**config.mk**
```make
export PLATFORM = sky130hd
export DESIGN_NAME = versatile_interface_adapter_core_flat
export DESIGN_NICKNAME = d
export VERILOG_FILES = /design/src/rtl/via_pkg.sv /design/src/rtl/via_ifs.sv /design/src/rtl/via_tick.sv /design/src/rtl/via_access.sv /design/src/rtl/versatile_interface_adapter_core.sv /design/src/flat_wrapper.sv
export SDC_FILE = /design/constraint.sdc
export NUM_CORES = 1
export LEC_CHECK = 0
export BUFFER_PORTS_ARGS = -buffer_cell sky130_fd_sc_hd__buf_2
export CORE_ASPECT_RATIO = 1.5
export CORE_MARGIN = 2
export CORE_UTILIZATION = 43
export CTS_BUF_LIST = sky130_fd_sc_hd__clkbuf_4
export DETAILED_ROUTE_END_ITERATION = 8
export SYNTH_ARGS = -nofsm -noshare
export SYNTH_HDL_FRONTEND = slang
export SYNTH_SLANG_ARGS = --single-unit
```
**constraint.sdc**
```tcl
create_clock -name clk_i -period 9.2 [get_ports clk_i]
set_clock_uncertainty 0.1 [all_clocks]
set_input_delay 0.46 -clock clk_i [delete_from_list [all_inputs] [get_ports clk_i]]
set_output_delay 0.46 -clock clk_i [all_outputs]
set_load 0.03 [all_outputs]
```
**src/rtl/via_pkg.sv**
```systemverilog
// shared types, register codes and helpers for the interface adapter core
// no dependencies; via_tick, via_access and the core top level use this package
`timescale 1ns / 1ps

package via_pkg;

  localparam int unsigned ByteW  = 8;
  localparam int unsigned CountW = 16;
  localparam int unsigned FlagW  = 7;
  localparam int unsigned LineW  = 6;

  // request codes
  typedef enum logic [1:0] {
    REQ_TICK  = 2'd0,
    REQ_READ  = 2'd1,
    REQ_WRITE = 2'd2
  } via_req_e;

  // register map
  typedef enum logic [3:0] {
    REG_ORB    = 4'd0,
    REG_ORA    = 4'd1,
    REG_DDRB   = 4'd2,
    REG_DDRA   = 4'd3,
    REG_T1CL   = 4'd4,
    REG_T1CH   = 4'd5,
    REG_T1LL   = 4'd6,
    REG_T1LH   = 4'd7,
    REG_T2CL   = 4'd8,
    REG_T2CH   = 4'd9,
    REG_SR     = 4'd10,
    REG_ACR    = 4'd11,
    REG_PCR    = 4'd12,
    REG_IFR    = 4'd13,
    REG_IER    = 4'd14,
    REG_ORA_NH = 4'd15
  } via_reg_e;

  // interrupt flag bit positions
  localparam int unsigned FlagCa2 = 0;
  localparam int unsigned FlagCa1 = 1;
  localparam int unsigned FlagSr  = 2;
  localparam int unsigned FlagCb2 = 3;
  localparam int unsigned FlagCb1 = 4;
  localparam int unsigned FlagT2  = 5;
  localparam int unsigned FlagT1  = 6;

  // sampled line positions
  localparam int unsigned LineCa1 = 0;
  localparam int unsigned LineCa2 = 1;
  localparam int unsigned LineCb1 = 2;
  localparam int unsigned LineCb2 = 3;
  localparam int unsigned LinePb6 = 4;
  localparam int unsigned LineRst = 5;

  // timer 1 modes
  localparam logic [1:0] T1OneShot    = 2'd0;
  localparam logic [1:0] T1FreeRun    = 2'd1;
  localparam logic [1:0] T1OneShotPb7 = 2'd2;
  localparam logic [1:0] T1FreeRunPb7 = 2'd3;

  // control line modes
  localparam logic [2:0] CtlFallInp   = 3'd0;
  localparam logic [2:0] CtlRiseInp   = 3'd2;
  localparam logic [2:0] CtlHandshake = 3'd4;
  localparam logic [2:0] CtlPulse     = 3'd5;
  localparam logic [2:0] CtlLow       = 3'd6;
  localparam logic [2:0] CtlHigh      = 3'd7;

  typedef struct packed {
    logic [1:0]       req_type;
    logic [3:0]       reg_addr;
    logic [ByteW-1:0] write_data;
    logic [ByteW-1:0] port_a_pins;
    logic [ByteW-1:0] port_b_pins;
    logic             ca1_pin;
    logic             ca2_pin;
    logic             cb1_pin;
    logic             cb2_pin;
    logic             reset_line_n;
  } via_item_t;

  typedef struct packed {
    logic [ByteW-1:0] read_data;
    logic [ByteW-1:0] port_a_out;
    logic [ByteW-1:0] port_a_dir;
    logic [ByteW-1:0] port_b_out;
    logic [ByteW-1:0] port_b_dir;
    logic             ca2_out;
    logic             cb2_out;
    logic             irq_n;
  } via_result_t;

  typedef struct packed {
    logic [ByteW-1:0]  out_a;
    logic [ByteW-1:0]  out_b;
    logic [ByteW-1:0]  dir_a;
    logic [ByteW-1:0]  dir_b;
    logic [ByteW-1:0]  lat_a;
    logic [ByteW-1:0]  lat_b;
    logic [CountW-1:0] t1_cnt;
    logic [CountW-1:0] t1_rld;
    logic              t1_act;
    logic              t1_lowp;
    logic [CountW-1:0] t2_cnt;
    logic [ByteW-1:0]  t2_lo;
    logic              t2_act;
    logic              pb7;
    logic [ByteW-1:0]  acr;
    logic [ByteW-1:0]  pcr;
    logic [FlagW-1:0]  ifr;
    logic [FlagW-1:0]  ier;
    logic [ByteW-1:0]  sr;
    logic              ca2_drv;
    logic              cb2_drv;
    logic [LineW-1:0]  prev;
  } via_state_t;

  function automatic logic edge_seen(input logic now_v, input logic old_v, input logic rise);
    return rise ? (now_v & ~old_v) : (~now_v & old_v);
  endfunction

endpackage

```
**src/rtl/via_ifs.sv**
```systemverilog
// request and result channel interfaces of the interface adapter core
// depends on nothing but the field widths listed here
`timescale 1ns / 1ps

interface via_req_if;
  logic       valid;
  logic       ready;
  logic [1:0] req_type;
  logic [3:0] reg_addr;
  logic [7:0] write_data;
  logic [7:0] port_a_pins;
  logic [7:0] port_b_pins;
  logic       ca1_pin;
  logic       ca2_pin;
  logic       cb1_pin;
  logic       cb2_pin;
  logic       reset_line_n;

  modport source (
    output valid, req_type, reg_addr, write_data, port_a_pins, port_b_pins,
           ca1_pin, ca2_pin, cb1_pin, cb2_pin, reset_line_n,
    input  ready
  );
  modport sink (
    input  valid, req_type, reg_addr, write_data, port_a_pins, port_b_pins,
           ca1_pin, ca2_pin, cb1_pin, cb2_pin, reset_line_n,
    output ready
  );
endinterface

interface via_rsp_if;
  logic       valid;
  logic       ready;
  logic [7:0] read_data;
  logic [7:0] port_a_out;
  logic [7:0] port_a_dir;
  logic [7:0] port_b_out;
  logic [7:0] port_b_dir;
  logic       ca2_out;
  logic       cb2_out;
  logic       irq_n;

  modport source (
    output valid, read_data, port_a_out, port_a_dir, port_b_out, port_b_dir,
           ca2_out, cb2_out, irq_n,
    input  ready
  );
  modport sink (
    input  valid, read_data, port_a_out, port_a_dir, port_b_out, port_b_dir,
           ca2_out, cb2_out, irq_n,
    output ready
  );
endinterface

```
**src/rtl/via_tick.sv**
```systemverilog
// one clock tick: timers, control line edges, handshakes and reset line
// depends on via_pkg
`timescale 1ns / 1ps

module via_tick (
  input  via_pkg::via_state_t state_i,
  input  via_pkg::via_item_t  item_i,
  output via_pkg::via_state_t state_o
);

  logic [via_pkg::LineW-1:0]  now_lines;
  logic [2:0]                 ca2_sel;
  logic [2:0]                 cb2_sel;
  logic                       t2_dec;
  logic [via_pkg::CountW-1:0] t2_next;

  assign now_lines = {item_i.reset_line_n, item_i.port_b_pins[6], item_i.cb2_pin,
                      item_i.cb1_pin, item_i.ca2_pin, item_i.ca1_pin};
  assign ca2_sel = state_i.pcr[3:1];
  assign cb2_sel = state_i.pcr[7:5];
  assign t2_dec   = state_i.acr[5] ? (state_i.prev[via_pkg::LinePb6] & ~item_i.port_b_pins[6])
                                   : 1'b1;
  assign t2_next  = t2_dec ? (state_i.t2_cnt - via_pkg::CountW'(1)) : state_i.t2_cnt;

  always_comb begin
    state_o = state_i;
    state_o.prev = now_lines;
    if (state_i.prev[via_pkg::LineRst] && !item_i.reset_line_n) begin
      // falling reset line clears everything
      state_o = '0;
      state_o.prev = now_lines;
    end else begin
      // timer 1
      if (state_i.t1_cnt <= via_pkg::CountW'(1)) begin
        state_o.t1_cnt = '0;
        if (state_i.t1_act) state_o.ifr[via_pkg::FlagT1] = 1'b1;
        unique case (state_i.acr[7:6])
          via_pkg::T1OneShot: state_o.t1_act = 1'b0;
          via_pkg::T1FreeRun: state_o.t1_cnt = state_i.t1_rld;
          via_pkg::T1OneShotPb7: begin
            state_o.t1_act = 1'b0;
            state_o.pb7    = 1'b1;
          end
          default: begin
            state_o.t1_cnt = state_i.t1_rld;
            state_o.pb7    = ~state_i.pb7;
          end
        endcase
      end else begin
        state_o.t1_cnt = state_i.t1_cnt - via_pkg::CountW'(1);
      end

      // timer 2
      state_o.t2_cnt = t2_next;
      if (state_i.t2_act && (t2_next == '0 || (t2_dec && state_i.t2_cnt == '0))) begin
        state_o.t2_cnt = '0;
        state_o.ifr[via_pkg::FlagT2] = 1'b1;
        state_o.t2_act = 1'b0;
      end

      // ca2 / cb2 input edges
      if (!ca2_sel[2] && via_pkg::edge_seen(item_i.ca2_pin, state_i.prev[via_pkg::LineCa2],
                                            ca2_sel[1])) begin
        state_o.ifr[via_pkg::FlagCa2] = 1'b1;
      end
      if (!cb2_sel[2] && via_pkg::edge_seen(item_i.cb2_pin, state_i.prev[via_pkg::LineCb2],
                                            cb2_sel[1])) begin
        state_o.ifr[via_pkg::FlagCb2] = 1'b1;
      end

      if (ca2_sel == via_pkg::CtlPulse) state_o.ca2_drv = 1'b1;
      if (cb2_sel == via_pkg::CtlPulse) state_o.cb2_drv = 1'b1;

      // ca1 / cb1 active edges
      if (via_pkg::edge_seen(item_i.ca1_pin, state_i.prev[via_pkg::LineCa1], state_i.pcr[0])) begin
        state_o.ifr[via_pkg::FlagCa1] = 1'b1;
        if (state_i.acr[0]) state_o.lat_a = item_i.port_a_pins;
        if (ca2_sel == via_pkg::CtlHandshake) state_o.ca2_drv = 1'b1;
      end
      if (via_pkg::edge_seen(item_i.cb1_pin, state_i.prev[via_pkg::LineCb1], state_i.pcr[4])) begin
        state_o.ifr[via_pkg::FlagCb1] = 1'b1;
        if (state_i.acr[1]) state_o.lat_b = item_i.port_b_pins;
        if (cb2_sel == via_pkg::CtlHandshake) state_o.cb2_drv = 1'b1;
      end
    end
  end

endmodule

```
**src/rtl/via_access.sv**
```systemverilog
// register read and write decode with their side effects
// depends on via_pkg
`timescale 1ns / 1ps

module via_access (
  input  via_pkg::via_state_t   state_i,
  input  via_pkg::via_item_t    item_i,
  output via_pkg::via_state_t   state_o,
  output logic [via_pkg::ByteW-1:0] rdata_o
);

  via_pkg::via_reg_e          addr;
  logic [via_pkg::ByteW-1:0]  wd;
  logic [2:0]                 ca2_sel;
  logic [2:0]                 cb2_sel;
  logic [via_pkg::ByteW-1:0]  src_a;
  logic [via_pkg::ByteW-1:0]  src_b;
  logic [via_pkg::ByteW-1:0]  pin_rd_a;
  logic [via_pkg::ByteW-1:0]  pin_rd_b;
  logic [via_pkg::CountW-1:0] t1_rld_hi;
  logic                       ca2_clr;
  logic                       cb2_clr;
  logic                       ca2_hs;

  assign addr      = via_pkg::via_reg_e'(item_i.reg_addr);
  assign wd        = item_i.write_data;
  assign ca2_sel   = state_i.pcr[3:1];
  assign cb2_sel   = state_i.pcr[7:5];
  assign src_a     = state_i.acr[0] ? state_i.lat_a : item_i.port_a_pins;
  assign src_b     = state_i.acr[1] ? state_i.lat_b : item_i.port_b_pins;
  assign pin_rd_a  = (state_i.out_a & state_i.dir_a) | (src_a & ~state_i.dir_a);
  assign pin_rd_b  = (state_i.out_b & state_i.dir_b) | (src_b & ~state_i.dir_b);
  assign t1_rld_hi = {wd, state_i.t1_rld[7:0]};
  assign ca2_clr   = (ca2_sel == via_pkg::CtlFallInp) || (ca2_sel == via_pkg::CtlRiseInp);
  assign cb2_clr   = (cb2_sel == via_pkg::CtlFallInp) || (cb2_sel == via_pkg::CtlRiseInp);
  assign ca2_hs    = (ca2_sel == via_pkg::CtlHandshake) || (ca2_sel == via_pkg::CtlPulse);

  always_comb begin
    state_o = state_i;
    rdata_o = '0;
    if (item_i.req_type == via_pkg::REQ_READ) begin
      unique case (addr)
        via_pkg::REG_ORB: begin
          state_o.ifr[via_pkg::FlagCb1] = 1'b0;
          if (cb2_clr) state_o.ifr[via_pkg::FlagCb2] = 1'b0;
          rdata_o = pin_rd_b;
        end
        via_pkg::REG_ORA: begin
          state_o.ifr[via_pkg::FlagCa1] = 1'b0;
          if (ca2_clr) state_o.ifr[via_pkg::FlagCa2] = 1'b0;
          if (ca2_hs) state_o.ca2_drv = 1'b0;
          rdata_o = pin_rd_a;
        end
        via_pkg::REG_ORA_NH: rdata_o = pin_rd_a;
        via_pkg::REG_DDRB:   rdata_o = state_i.dir_b;
        via_pkg::REG_DDRA:   rdata_o = state_i.dir_a;
        via_pkg::REG_T1CL: begin
          state_o.ifr[via_pkg::FlagT1] = 1'b0;
          rdata_o = state_i.t1_cnt[7:0];
        end
        via_pkg::REG_T1CH: rdata_o = state_i.t1_cnt[15:8];
        via_pkg::REG_T1LL: rdata_o = state_i.t1_rld[7:0];
        via_pkg::REG_T1LH: rdata_o = state_i.t1_rld[15:8];
        via_pkg::REG_T2CL: begin
          state_o.ifr[via_pkg::FlagT2] = 1'b0;
          rdata_o = state_i.t2_cnt[7:0];
        end
        via_pkg::REG_T2CH: rdata_o = state_i.t2_cnt[15:8];
        via_pkg::REG_SR: begin
          state_o.ifr[via_pkg::FlagSr] = 1'b0;
          rdata_o = state_i.sr;
        end
        via_pkg::REG_ACR: rdata_o = state_i.acr;
        via_pkg::REG_PCR: rdata_o = state_i.pcr;
        via_pkg::REG_IFR: rdata_o = {|(state_i.ifr & state_i.ier), state_i.ifr};
        via_pkg::REG_IER: rdata_o = {1'b1, state_i.ier};
        default: rdata_o = '0;
      endcase
    end else if (item_i.req_type == via_pkg::REQ_WRITE) begin
      unique case (addr)
        via_pkg::REG_ORB: begin
          state_o.out_b = wd;
          state_o.ifr[via_pkg::FlagCb1] = 1'b0;
          if (cb2_clr) state_o.ifr[via_pkg::FlagCb2] = 1'b0;
          if ((cb2_sel == via_pkg::CtlHandshake) || (cb2_sel == via_pkg::CtlPulse)) begin
            state_o.cb2_drv = 1'b0;
          end
        end
        via_pkg::REG_ORA: begin
          state_o.out_a = wd;
          state_o.ifr[via_pkg::FlagCa1] = 1'b0;
          if (ca2_clr) state_o.ifr[via_pkg::FlagCa2] = 1'b0;
          if (ca2_hs) state_o.ca2_drv = 1'b0;
        end
        via_pkg::REG_ORA_NH: state_o.out_a = wd;
        via_pkg::REG_DDRB:   state_o.dir_b = wd;
        via_pkg::REG_DDRA:   state_o.dir_a = wd;
        via_pkg::REG_T1CL: begin
          state_o.t1_rld  = {state_i.t1_rld[15:8], wd};
          state_o.t1_cnt  = {state_i.t1_cnt[15:8], wd};
          state_o.t1_lowp = 1'b1;
        end
        via_pkg::REG_T1CH: begin
          state_o.t1_rld = t1_rld_hi;
          state_o.ifr[via_pkg::FlagT1] = 1'b0;
          state_o.t1_cnt  = state_i.t1_lowp ? t1_rld_hi : {wd, state_i.t1_cnt[7:0]};
          state_o.t1_lowp = 1'b0;
          state_o.t1_act  = 1'b1;
          if (state_i.acr[7:6] == via_pkg::T1OneShotPb7) begin
            state_o.pb7 = 1'b0;
          end else if (state_i.acr[7:6] == via_pkg::T1FreeRunPb7) begin
            state_o.pb7 = ~state_i.pb7;
          end
        end
        via_pkg::REG_T1LL: begin
          state_o.t1_rld  = {state_i.t1_rld[15:8], wd};
          state_o.t1_lowp = 1'b0;
        end
        via_pkg::REG_T1LH: state_o.t1_rld = t1_rld_hi;
        via_pkg::REG_T2CL: state_o.t2_lo = wd;
        via_pkg::REG_T2CH: begin
          state_o.t2_cnt = {wd, state_i.t2_lo};
          state_o.ifr[via_pkg::FlagT2] = 1'b0;
          state_o.t2_act = 1'b1;
        end
        via_pkg::REG_SR: begin
          state_o.sr = wd;
          state_o.ifr[via_pkg::FlagSr] = 1'b0;
        end
        via_pkg::REG_ACR: state_o.acr = wd;
        via_pkg::REG_PCR: begin
          state_o.pcr = wd;
          if (wd[3:1] == via_pkg::CtlLow) state_o.ca2_drv = 1'b0;
          else if (wd[3:1] == via_pkg::CtlHigh) state_o.ca2_drv = 1'b1;
          if (wd[7:5] == via_pkg::CtlLow) state_o.cb2_drv = 1'b0;
          else if (wd[7:5] == via_pkg::CtlHigh) state_o.cb2_drv = 1'b1;
        end
        via_pkg::REG_IFR: state_o.ifr = state_i.ifr & ~wd[6:0];
        via_pkg::REG_IER: begin
          state_o.ier = wd[7] ? (state_i.ier | wd[6:0]) : (state_i.ier & ~wd[6:0]);
        end
        default: state_o = state_i;
      endcase
    end
  end

endmodule

```
**src/rtl/versatile_interface_adapter_core.sv**
```systemverilog
// top level of the interface adapter core: input register, state, result register
// depends on via_pkg, via_ifs (via_req_if, via_rsp_if), via_tick and via_access
//
//   channel   dir   modport            contents
//   req_i     in    via_req_if.sink    request type, address, write byte, pin levels
//   rsp_o     out   via_rsp_if.source  read byte, port values, control outputs, irq_n
//
// an accepted item waits in the input register, then its state update and
// result are formed in one pass and land in the state and result registers
// result valid rises once the item has passed the input register and lands in the
// result register; one item per cycle while the result side takes results
// the single state register closes the item-to-item loop
// rst_ni clears all state and both valid flags; payload registers are not reset
// a stalled result holds the input register, which in turn drops req_i.ready
`timescale 1ns / 1ps

module versatile_interface_adapter_core (
  input  logic         clk_i,
  input  logic         rst_ni,
  via_req_if.sink      req_i,
  via_rsp_if.source    rsp_o
);

  // input stage
  via_pkg::via_item_t  item_q;
  logic                in_vld_q;

  // architectural state
  via_pkg::via_state_t state_q;
  via_pkg::via_state_t state_d;

  // result stage
  via_pkg::via_result_t rslt_q;
  via_pkg::via_result_t rslt_d;
  logic                 out_vld_q;

  // datapath intermediates
  via_pkg::via_state_t        ticked;
  via_pkg::via_state_t        acc_in;
  via_pkg::via_state_t        acc_out;
  logic [via_pkg::ByteW-1:0]  rdata;
  logic                       advance;
  logic                       in_take;

  // item moves into the result register when that slot is free or being emptied
  assign advance = in_vld_q && (!out_vld_q || rsp_o.ready);
  assign in_take = req_i.valid && req_i.ready;
  assign req_i.ready = !in_vld_q || advance;

  via_tick u_tick (
    .state_i (state_q),
    .item_i  (item_q),
    .state_o (ticked)
  );

  // writes act on the untouched state, reads on the state after their tick
  assign acc_in = (item_q.req_type == via_pkg::REQ_WRITE) ? state_q : ticked;

  via_access u_access (
    .state_i (acc_in),
    .item_i  (item_q),
    .state_o (acc_out),
    .rdata_o (rdata)
  );

  always_comb begin
    if (item_q.req_type == via_pkg::REQ_TICK) begin
      state_d = ticked;
    end else if ((item_q.req_type == via_pkg::REQ_READ) ||
                 (item_q.req_type == via_pkg::REQ_WRITE)) begin
      state_d = acc_out;
    end else begin
      // unused request code leaves state alone
      state_d = state_q;
    end
  end

  // result fields from the state this item leaves behind
  always_comb begin
    rslt_d.read_data  = (item_q.req_type == via_pkg::REQ_READ) ? rdata : '0;
    rslt_d.port_a_out = state_d.out_a;
    rslt_d.port_a_dir = state_d.dir_a;
    rslt_d.port_b_out = state_d.acr[7] ? {state_d.pb7, state_d.out_b[6:0]} : state_d.out_b;
    rslt_d.port_b_dir = state_d.dir_b;
    rslt_d.ca2_out    = state_d.pcr[3] & state_d.ca2_drv;
    rslt_d.cb2_out    = state_d.pcr[7] & state_d.cb2_drv;
    rslt_d.irq_n      = ~|(state_d.ifr & state_d.ier);
  end

  // control and state flops
  always_ff @(posedge clk_i or negedge rst_ni) begin
    if (!rst_ni) begin
      in_vld_q  <= 1'b0;
      out_vld_q <= 1'b0;
      state_q   <= '0;
    end else begin
      if (in_take) begin
        in_vld_q <= 1'b1;
      end else if (advance) begin
        in_vld_q <= 1'b0;
      end
      if (advance) begin
        out_vld_q <= 1'b1;
        state_q   <= state_d;
      end else if (rsp_o.ready) begin
        out_vld_q <= 1'b0;
      end
    end
  end

  // payload flops
  always_ff @(posedge clk_i) begin
    if (in_take) begin
      item_q.req_type     <= req_i.req_type;
      item_q.reg_addr     <= req_i.reg_addr;
      item_q.write_data   <= req_i.write_data;
      item_q.port_a_pins  <= req_i.port_a_pins;
      item_q.port_b_pins  <= req_i.port_b_pins;
      item_q.ca1_pin      <= req_i.ca1_pin;
      item_q.ca2_pin      <= req_i.ca2_pin;
      item_q.cb1_pin      <= req_i.cb1_pin;
      item_q.cb2_pin      <= req_i.cb2_pin;
      item_q.reset_line_n <= req_i.reset_line_n;
    end
    if (advance) begin
      rslt_q <= rslt_d;
    end
  end

  assign rsp_o.valid      = out_vld_q;
  assign rsp_o.read_data  = rslt_q.read_data;
  assign rsp_o.port_a_out = rslt_q.port_a_out;
  assign rsp_o.port_a_dir = rslt_q.port_a_dir;
  assign rsp_o.port_b_out = rslt_q.port_b_out;
  assign rsp_o.port_b_dir = rslt_q.port_b_dir;
  assign rsp_o.ca2_out    = rslt_q.ca2_out;
  assign rsp_o.cb2_out    = rslt_q.cb2_out;
  assign rsp_o.irq_n      = rslt_q.irq_n;

  // a waiting item is never dropped while the result side stalls
  a_hold_item : assert property (@(posedge clk_i) disable iff (!rst_ni)
    in_vld_q && !advance |=> in_vld_q)
    else $error("input item lost while stalled");

  // every advance produces a visible result next cycle
  a_adv_result : assert property (@(posedge clk_i) disable iff (!rst_ni)
    advance |=> out_vld_q)
    else $error("advanced item produced no result");

  // state only moves with an item
  a_state_stable : assert property (@(posedge clk_i) disable iff (!rst_ni)
    !advance |=> $stable(state_q))
    else $error("state changed without an item");

  // reported interrupt agrees with the stored flags and enables
  a_irq_match : assert property (@(posedge clk_i) disable iff (!rst_ni)
    out_vld_q |-> (rslt_q.irq_n == !(|(state_q.ifr & state_q.ier))))
    else $error("irq_n out of step with flag state");

endmodule

```
**src/flat_wrapper.sv**
```systemverilog
// flat-port wrapper written by rule: the top's interface ports become plain ports
module versatile_interface_adapter_core_flat 
  (clk_i, rst_ni, req_i_valid, req_i_req_type, req_i_reg_addr, req_i_write_data, req_i_port_a_pins, req_i_port_b_pins, req_i_ca1_pin, req_i_ca2_pin, req_i_cb1_pin, req_i_cb2_pin, req_i_reset_line_n, req_i_ready, rsp_o_valid, rsp_o_read_data, rsp_o_port_a_out, rsp_o_port_a_dir, rsp_o_port_b_out, rsp_o_port_b_dir, rsp_o_ca2_out, rsp_o_cb2_out, rsp_o_irq_n, rsp_o_ready);
  via_req_if req_i_i ();
  via_rsp_if rsp_o_i ();
  input  logic clk_i;
  input  logic rst_ni;
  input wire logic [$bits(req_i_i.valid)-1:0] req_i_valid;
  input wire logic [$bits(req_i_i.req_type)-1:0] req_i_req_type;
  input wire logic [$bits(req_i_i.reg_addr)-1:0] req_i_reg_addr;
  input wire logic [$bits(req_i_i.write_data)-1:0] req_i_write_data;
  input wire logic [$bits(req_i_i.port_a_pins)-1:0] req_i_port_a_pins;
  input wire logic [$bits(req_i_i.port_b_pins)-1:0] req_i_port_b_pins;
  input wire logic [$bits(req_i_i.ca1_pin)-1:0] req_i_ca1_pin;
  input wire logic [$bits(req_i_i.ca2_pin)-1:0] req_i_ca2_pin;
  input wire logic [$bits(req_i_i.cb1_pin)-1:0] req_i_cb1_pin;
  input wire logic [$bits(req_i_i.cb2_pin)-1:0] req_i_cb2_pin;
  input wire logic [$bits(req_i_i.reset_line_n)-1:0] req_i_reset_line_n;
  output wire logic [$bits(req_i_i.ready)-1:0] req_i_ready;
  output wire logic [$bits(rsp_o_i.valid)-1:0] rsp_o_valid;
  output wire logic [$bits(rsp_o_i.read_data)-1:0] rsp_o_read_data;
  output wire logic [$bits(rsp_o_i.port_a_out)-1:0] rsp_o_port_a_out;
  output wire logic [$bits(rsp_o_i.port_a_dir)-1:0] rsp_o_port_a_dir;
  output wire logic [$bits(rsp_o_i.port_b_out)-1:0] rsp_o_port_b_out;
  output wire logic [$bits(rsp_o_i.port_b_dir)-1:0] rsp_o_port_b_dir;
  output wire logic [$bits(rsp_o_i.ca2_out)-1:0] rsp_o_ca2_out;
  output wire logic [$bits(rsp_o_i.cb2_out)-1:0] rsp_o_cb2_out;
  output wire logic [$bits(rsp_o_i.irq_n)-1:0] rsp_o_irq_n;
  input wire logic [$bits(rsp_o_i.ready)-1:0] rsp_o_ready;
  assign req_i_i.valid = req_i_valid;
  assign req_i_i.req_type = req_i_req_type;
  assign req_i_i.reg_addr = req_i_reg_addr;
  assign req_i_i.write_data = req_i_write_data;
  assign req_i_i.port_a_pins = req_i_port_a_pins;
  assign req_i_i.port_b_pins = req_i_port_b_pins;
  assign req_i_i.ca1_pin = req_i_ca1_pin;
  assign req_i_i.ca2_pin = req_i_ca2_pin;
  assign req_i_i.cb1_pin = req_i_cb1_pin;
  assign req_i_i.cb2_pin = req_i_cb2_pin;
  assign req_i_i.reset_line_n = req_i_reset_line_n;
  assign req_i_ready = req_i_i.ready;
  assign rsp_o_valid = rsp_o_i.valid;
  assign rsp_o_read_data = rsp_o_i.read_data;
  assign rsp_o_port_a_out = rsp_o_i.port_a_out;
  assign rsp_o_port_a_dir = rsp_o_i.port_a_dir;
  assign rsp_o_port_b_out = rsp_o_i.port_b_out;
  assign rsp_o_port_b_dir = rsp_o_i.port_b_dir;
  assign rsp_o_ca2_out = rsp_o_i.ca2_out;
  assign rsp_o_cb2_out = rsp_o_i.cb2_out;
  assign rsp_o_irq_n = rsp_o_i.irq_n;
  assign rsp_o_i.ready = rsp_o_ready;
  versatile_interface_adapter_core u_core (.clk_i(clk_i), .rst_ni(rst_ni), .req_i(req_i_i), .rsp_o(rsp_o_i));
endmodule
```
==> run_results.csv <==
group,metric,value,unit
die,start_util,43.7,%
critical_path,cp.arrival,4420,ps
sta,setup_tns,0,ps
place,place_area,15000,µm²
critical_path,reg2reg_slack,5180,ps
place,gp_congestion,1.04,
route,drc,0,
global_route,grt_pass1_wl,91.4,mm
cells_and_area,fillers,3088,
cells_and_area,register_area,6250,µm²
power,leakage,0.00644,µW
cells_and_area,finish.utilization,49.8,%
sta,drv_slew,0,
power,p_int,2020,µW
power,pwr-share-clk,27.0,%
global_route,grt_overflow,0,
power,vdd_drop_max,0.000121,V
synth,async_flop_share,66.7,%
place,place_inst,1967,
clock_tree,cts-root-buf,"clkbuf_4",
cells_and_area,nets,1698,
route,drtIter0Drc,1796,
synth,synth_edf_count,78,
clock_tree,clock_latency,760,ps
cells_and_area,stdcell_area,16200,µm²
critical_path,critPathKind,"reg -> reg",
hold_path,min_path_type,"in -> async",
route,vias_per_cell,6.83,
power,power_frac_seq,40.9,%
outcome,outcome,"finished, final reports clean",
clock_tree,cts_sinks,234,
synth,avgSynthCellArea,9.17,µm²
synth,ys_seq_area_share,44.0,%
job,drv_cap,0,
route,ant_nets,0,
route,drtPass1Iterations,6,
cells_and_area,multi_input_area,7410,µm²
sta,setup-violations-final,0,
sta,period_needed,4020,ps
sta,rsz0062_at_grt,"no",
critical_path,path_max_fanout,36,
clock_tree,clk_pin_slew,70,ps
cells_and_area,area_growth,14.1,%
synth,synthDistinctLibCells,88,
die,core-area,32500,µm²
synth,synth-main-ff-cell,"dfrtp_1",
sta,finalHoldViolations,0,
sta,fin_crit_sh,43.7,%
die,num_rows,81,
power,power_density,209,nW/µm²
die,fp.dieW,152,µm
critical_path,r2r_end,"u_core.rsp_o.read_data[2]$_SDFFCE_PN0P_",
sta,fmax,249,MHz
global_route,antenna_found_initial,2,
synth,synth_fp_nets,1596,
power,switching_power,1360,µW
clock_tree,cts_tree,"built",
clock_tree,ctsHtreeMaxLevel,2,
die,fp.dieArea,34500,µm²
cells_and_area,fin_cells,2118,
route,wire_per_inst,29.2,µm
critical_path,r2r_start,"u_core.item_q[33]$_DFFE_PP_",
synth,synthCells,1549,
route,drt_wl_total,62.0,mm
sta,slew_headroom,12.6,%
power,power_frac_comb,32.1,%
synth,yosys_warnings,0,
clock_tree,cts_buffers,58,
die,io_pins,84,
critical_path,ff2ff_path_depth,9,
sta,worst_slew_pin_slew,1290,ps
place,place_hpwl,42.5,mm
global_route,grt_usage,35.3,%
critical_path,crit_path_start_kind,"flop",
critical_path,end_kind,"flop",
synth,netlist_area,14200,µm²
clock_tree,clock_path_buffers,3,
power,total_power,3380,µW
critical_path,worstPathRequired,9600,ps
synth,ys_seq_elements,234,
die,die_y,227,µm
power,switching_share,40.2,%
global_route,grt_pass1_vias,13900,
clock_tree,cts_resized,0,
route,vias,14500,
cells_and_area,layout-drive-gt1-share,17.4,%
place,io_buffers,83,
global_route,grt_max_degree,81,
[stage by stage]
step                      worst slack [ps]  hold WS, ps
after floorplan                       5830         64.4
after global placement                5140          329
after detailed placement              5330          335
after CTS                             5280          102
after global routing                  5040          161
final                                 5180          126
[per-layer routing]
layer | GRT usage [%] | vias to the layer above | wire length [µm]
met3 | 6.19 | 304 | 5320
met4 | 27.4 | 0 | 5480
met1 | 41.5 | 7001 | 22300
li1 | - | 6193 | -
met2 | 57.5 | 963 | 28900
met5 | 0 | - | 0
[registers in the layout, summed over array words and instances (netlist names)]
register / flops
u_core.rsp_o.valid: 1
u_core.in_vld_q: 1
u_core.rsp_o.port_a_out: 8
u_core.state_q: 154
u_core.rsp_o.port_b_dir: 8
u_core.rsp_o.port_a_dir: 8
u_core.rsp_o.irq_n: 1
u_core.item_q: 35
u_core.rsp_o.cb2_out: 1
u_core.rsp_o.port_b_out: 8
u_core.rsp_o.ca2_out: 1
u_core.rsp_o.read_data: 8
[cell type report]
cell class	instances	area share (%)
clock buffers	87	4.03
flip-flops and latches	234	38.5
well taps	415	3.20
repair buffers	169	7.20
clock inverters	22	0.764
multi-input cells	1168	45.7
diodes	3	0.0463
inverters	20	0.471
[kinds of logic after synthesis]
| group | after synthesis | synth area share, % |
|---|---|---|
| AO/OA/AOI/OAI | 577 | 28.3 |
| AND/OR/NAND/NOR | 511 | 17.7 |
| flip-flops | 234 | 44.0 |
| buffers and inverters | 147 | 4.10 |
| multiplexers | 47 | 3.58 |
| XOR/XNOR | 25 | 1.67 |
| adder cells (fa/ha/maj) | 8 | 0.705 |
[critical path: stages, from the launching register on]
cell and delay (ps):
edfxtp_1 430, inv_1 110, ha_2 470, or3b_2 780
nand2_1 310, nor2_1 150, a21oi_1 130, nor4_1 560
o211ai_1 270, o311a_1 410
[worst max-delay path by stage]
stage                                   start                                 endpoint  slack (ps)  cells after the start
2_1_floorplan  u_core.state_q[56]$_DFFE_PN0P_  u_core.rsp_o.read_data[6]$_SDFFCE_PN0P_        5830                     12
3_3_place_gp      u_core.item_q[33]$_DFFE_PP_  u_core.rsp_o.read_data[5]$_SDFFCE_PN0P_        5140                      9
3_5_place_dp   u_core.state_q[56]$_DFFE_PN0P_           u_core.state_q[59]$_DFFE_PN0P_        5330                     10
4_1_cts        u_core.state_q[56]$_DFFE_PN0P_           u_core.state_q[59]$_DFFE_PN0P_        5280                     10
5_1_grt           u_core.item_q[33]$_DFFE_PP_  u_core.rsp_o.read_data[0]$_SDFFCE_PN0P_        5040                      9
6_report          u_core.item_q[33]$_DFFE_PP_  u_core.rsp_o.read_data[2]$_SDFFCE_PN0P_        5180                      9
[cell usage after synthesis, types with 7 or more instances]
| cell | instances | area share, % |
|---|---|---|
| nand2_1 | 175 | 4.6 |
| dfrtp_1 | 156 | 27 |
| o21ai_0 | 129 | 4.5 |
| clkbuf_1 | 110 | 2.9 |
| nor2_1 | 103 | 2.7 |
| a22o_1 | 82 | 5.1 |
| edfxtp_1 | 78 | 16 |
| a21oi_1 | 76 | 2.7 |
| a22oi_1 | 62 | 3.3 |
| nor3_1 | 42 | 1.5 |
| nand3_1 | 40 | 1.4 |
| a31oi_1 | 36 | 1.6 |
| mux2_2 | 30 | 2.4 |
| nand2b_1 | 20 | 0.88 |
| o211ai_1 | 20 | 1.1 |
| and3_1 | 19 | 0.84 |
| inv_1 | 18 | 0.48 |
| mux2i_1 | 17 | 1.2 |
| a211oi_1 | 15 | 0.79 |
| o21ai_1 | 14 | 0.49 |
| xor2_1 | 14 | 0.86 |
| nor2b_1 | 13 | 0.57 |
| nor4_1 | 13 | 0.57 |
| o31ai_1 | 13 | 0.69 |
| nand3b_1 | 12 | 0.63 |
| o22ai_1 | 12 | 0.53 |
| nand4_1 | 11 | 0.48 |
| nor3b_1 | 10 | 0.53 |
| xnor2_1 | 10 | 0.62 |
| a221oi_1 | 9 | 0.55 |
| or2_2 | 9 | 0.40 |
| a21o_1 | 8 | 0.42 |
| a32oi_1 | 8 | 0.49 |
| and2_1 | 8 | 0.35 |
| ha_1 | 8 | 0.70 |
| o21a_1 | 8 | 0.42 |
| buf_1 | 7 | 0.19 |
| o41ai_1 | 7 | 0.43 |
| or3_1 | 7 | 0.31 |
[cell usage in the layout, fill, tap and decap left out, types with 46 or more instances in the layout]
master	count
o21ai_0	129
nand2_1	175
nor2_1	102
dfrtp_1	156
a22oi_1	62
buf_2	82
clkbuf_4	87
a21oi_1	76
edfxtp_1	78
buf_4	46
a22o_1	82
[timing repair]
action,in CTS,in global routing
hold buffers,39,0
buffers inserted,0,0
hold endpoints to repair,85,0
setup endpoints to repair,0,0
[power by group through the flow]
stage               Combinational [µW]  Clock (µW)  Sequential [µW]
detailed placement                1030           0             1390
global route                      1160         985             1390
global placement                  1040           0             1390
finish                            1080         913             1380
CTS                               1050         936             1370
floorplan                          754           0             1310
Note: power is estimated with default switching activity, not from simulation.
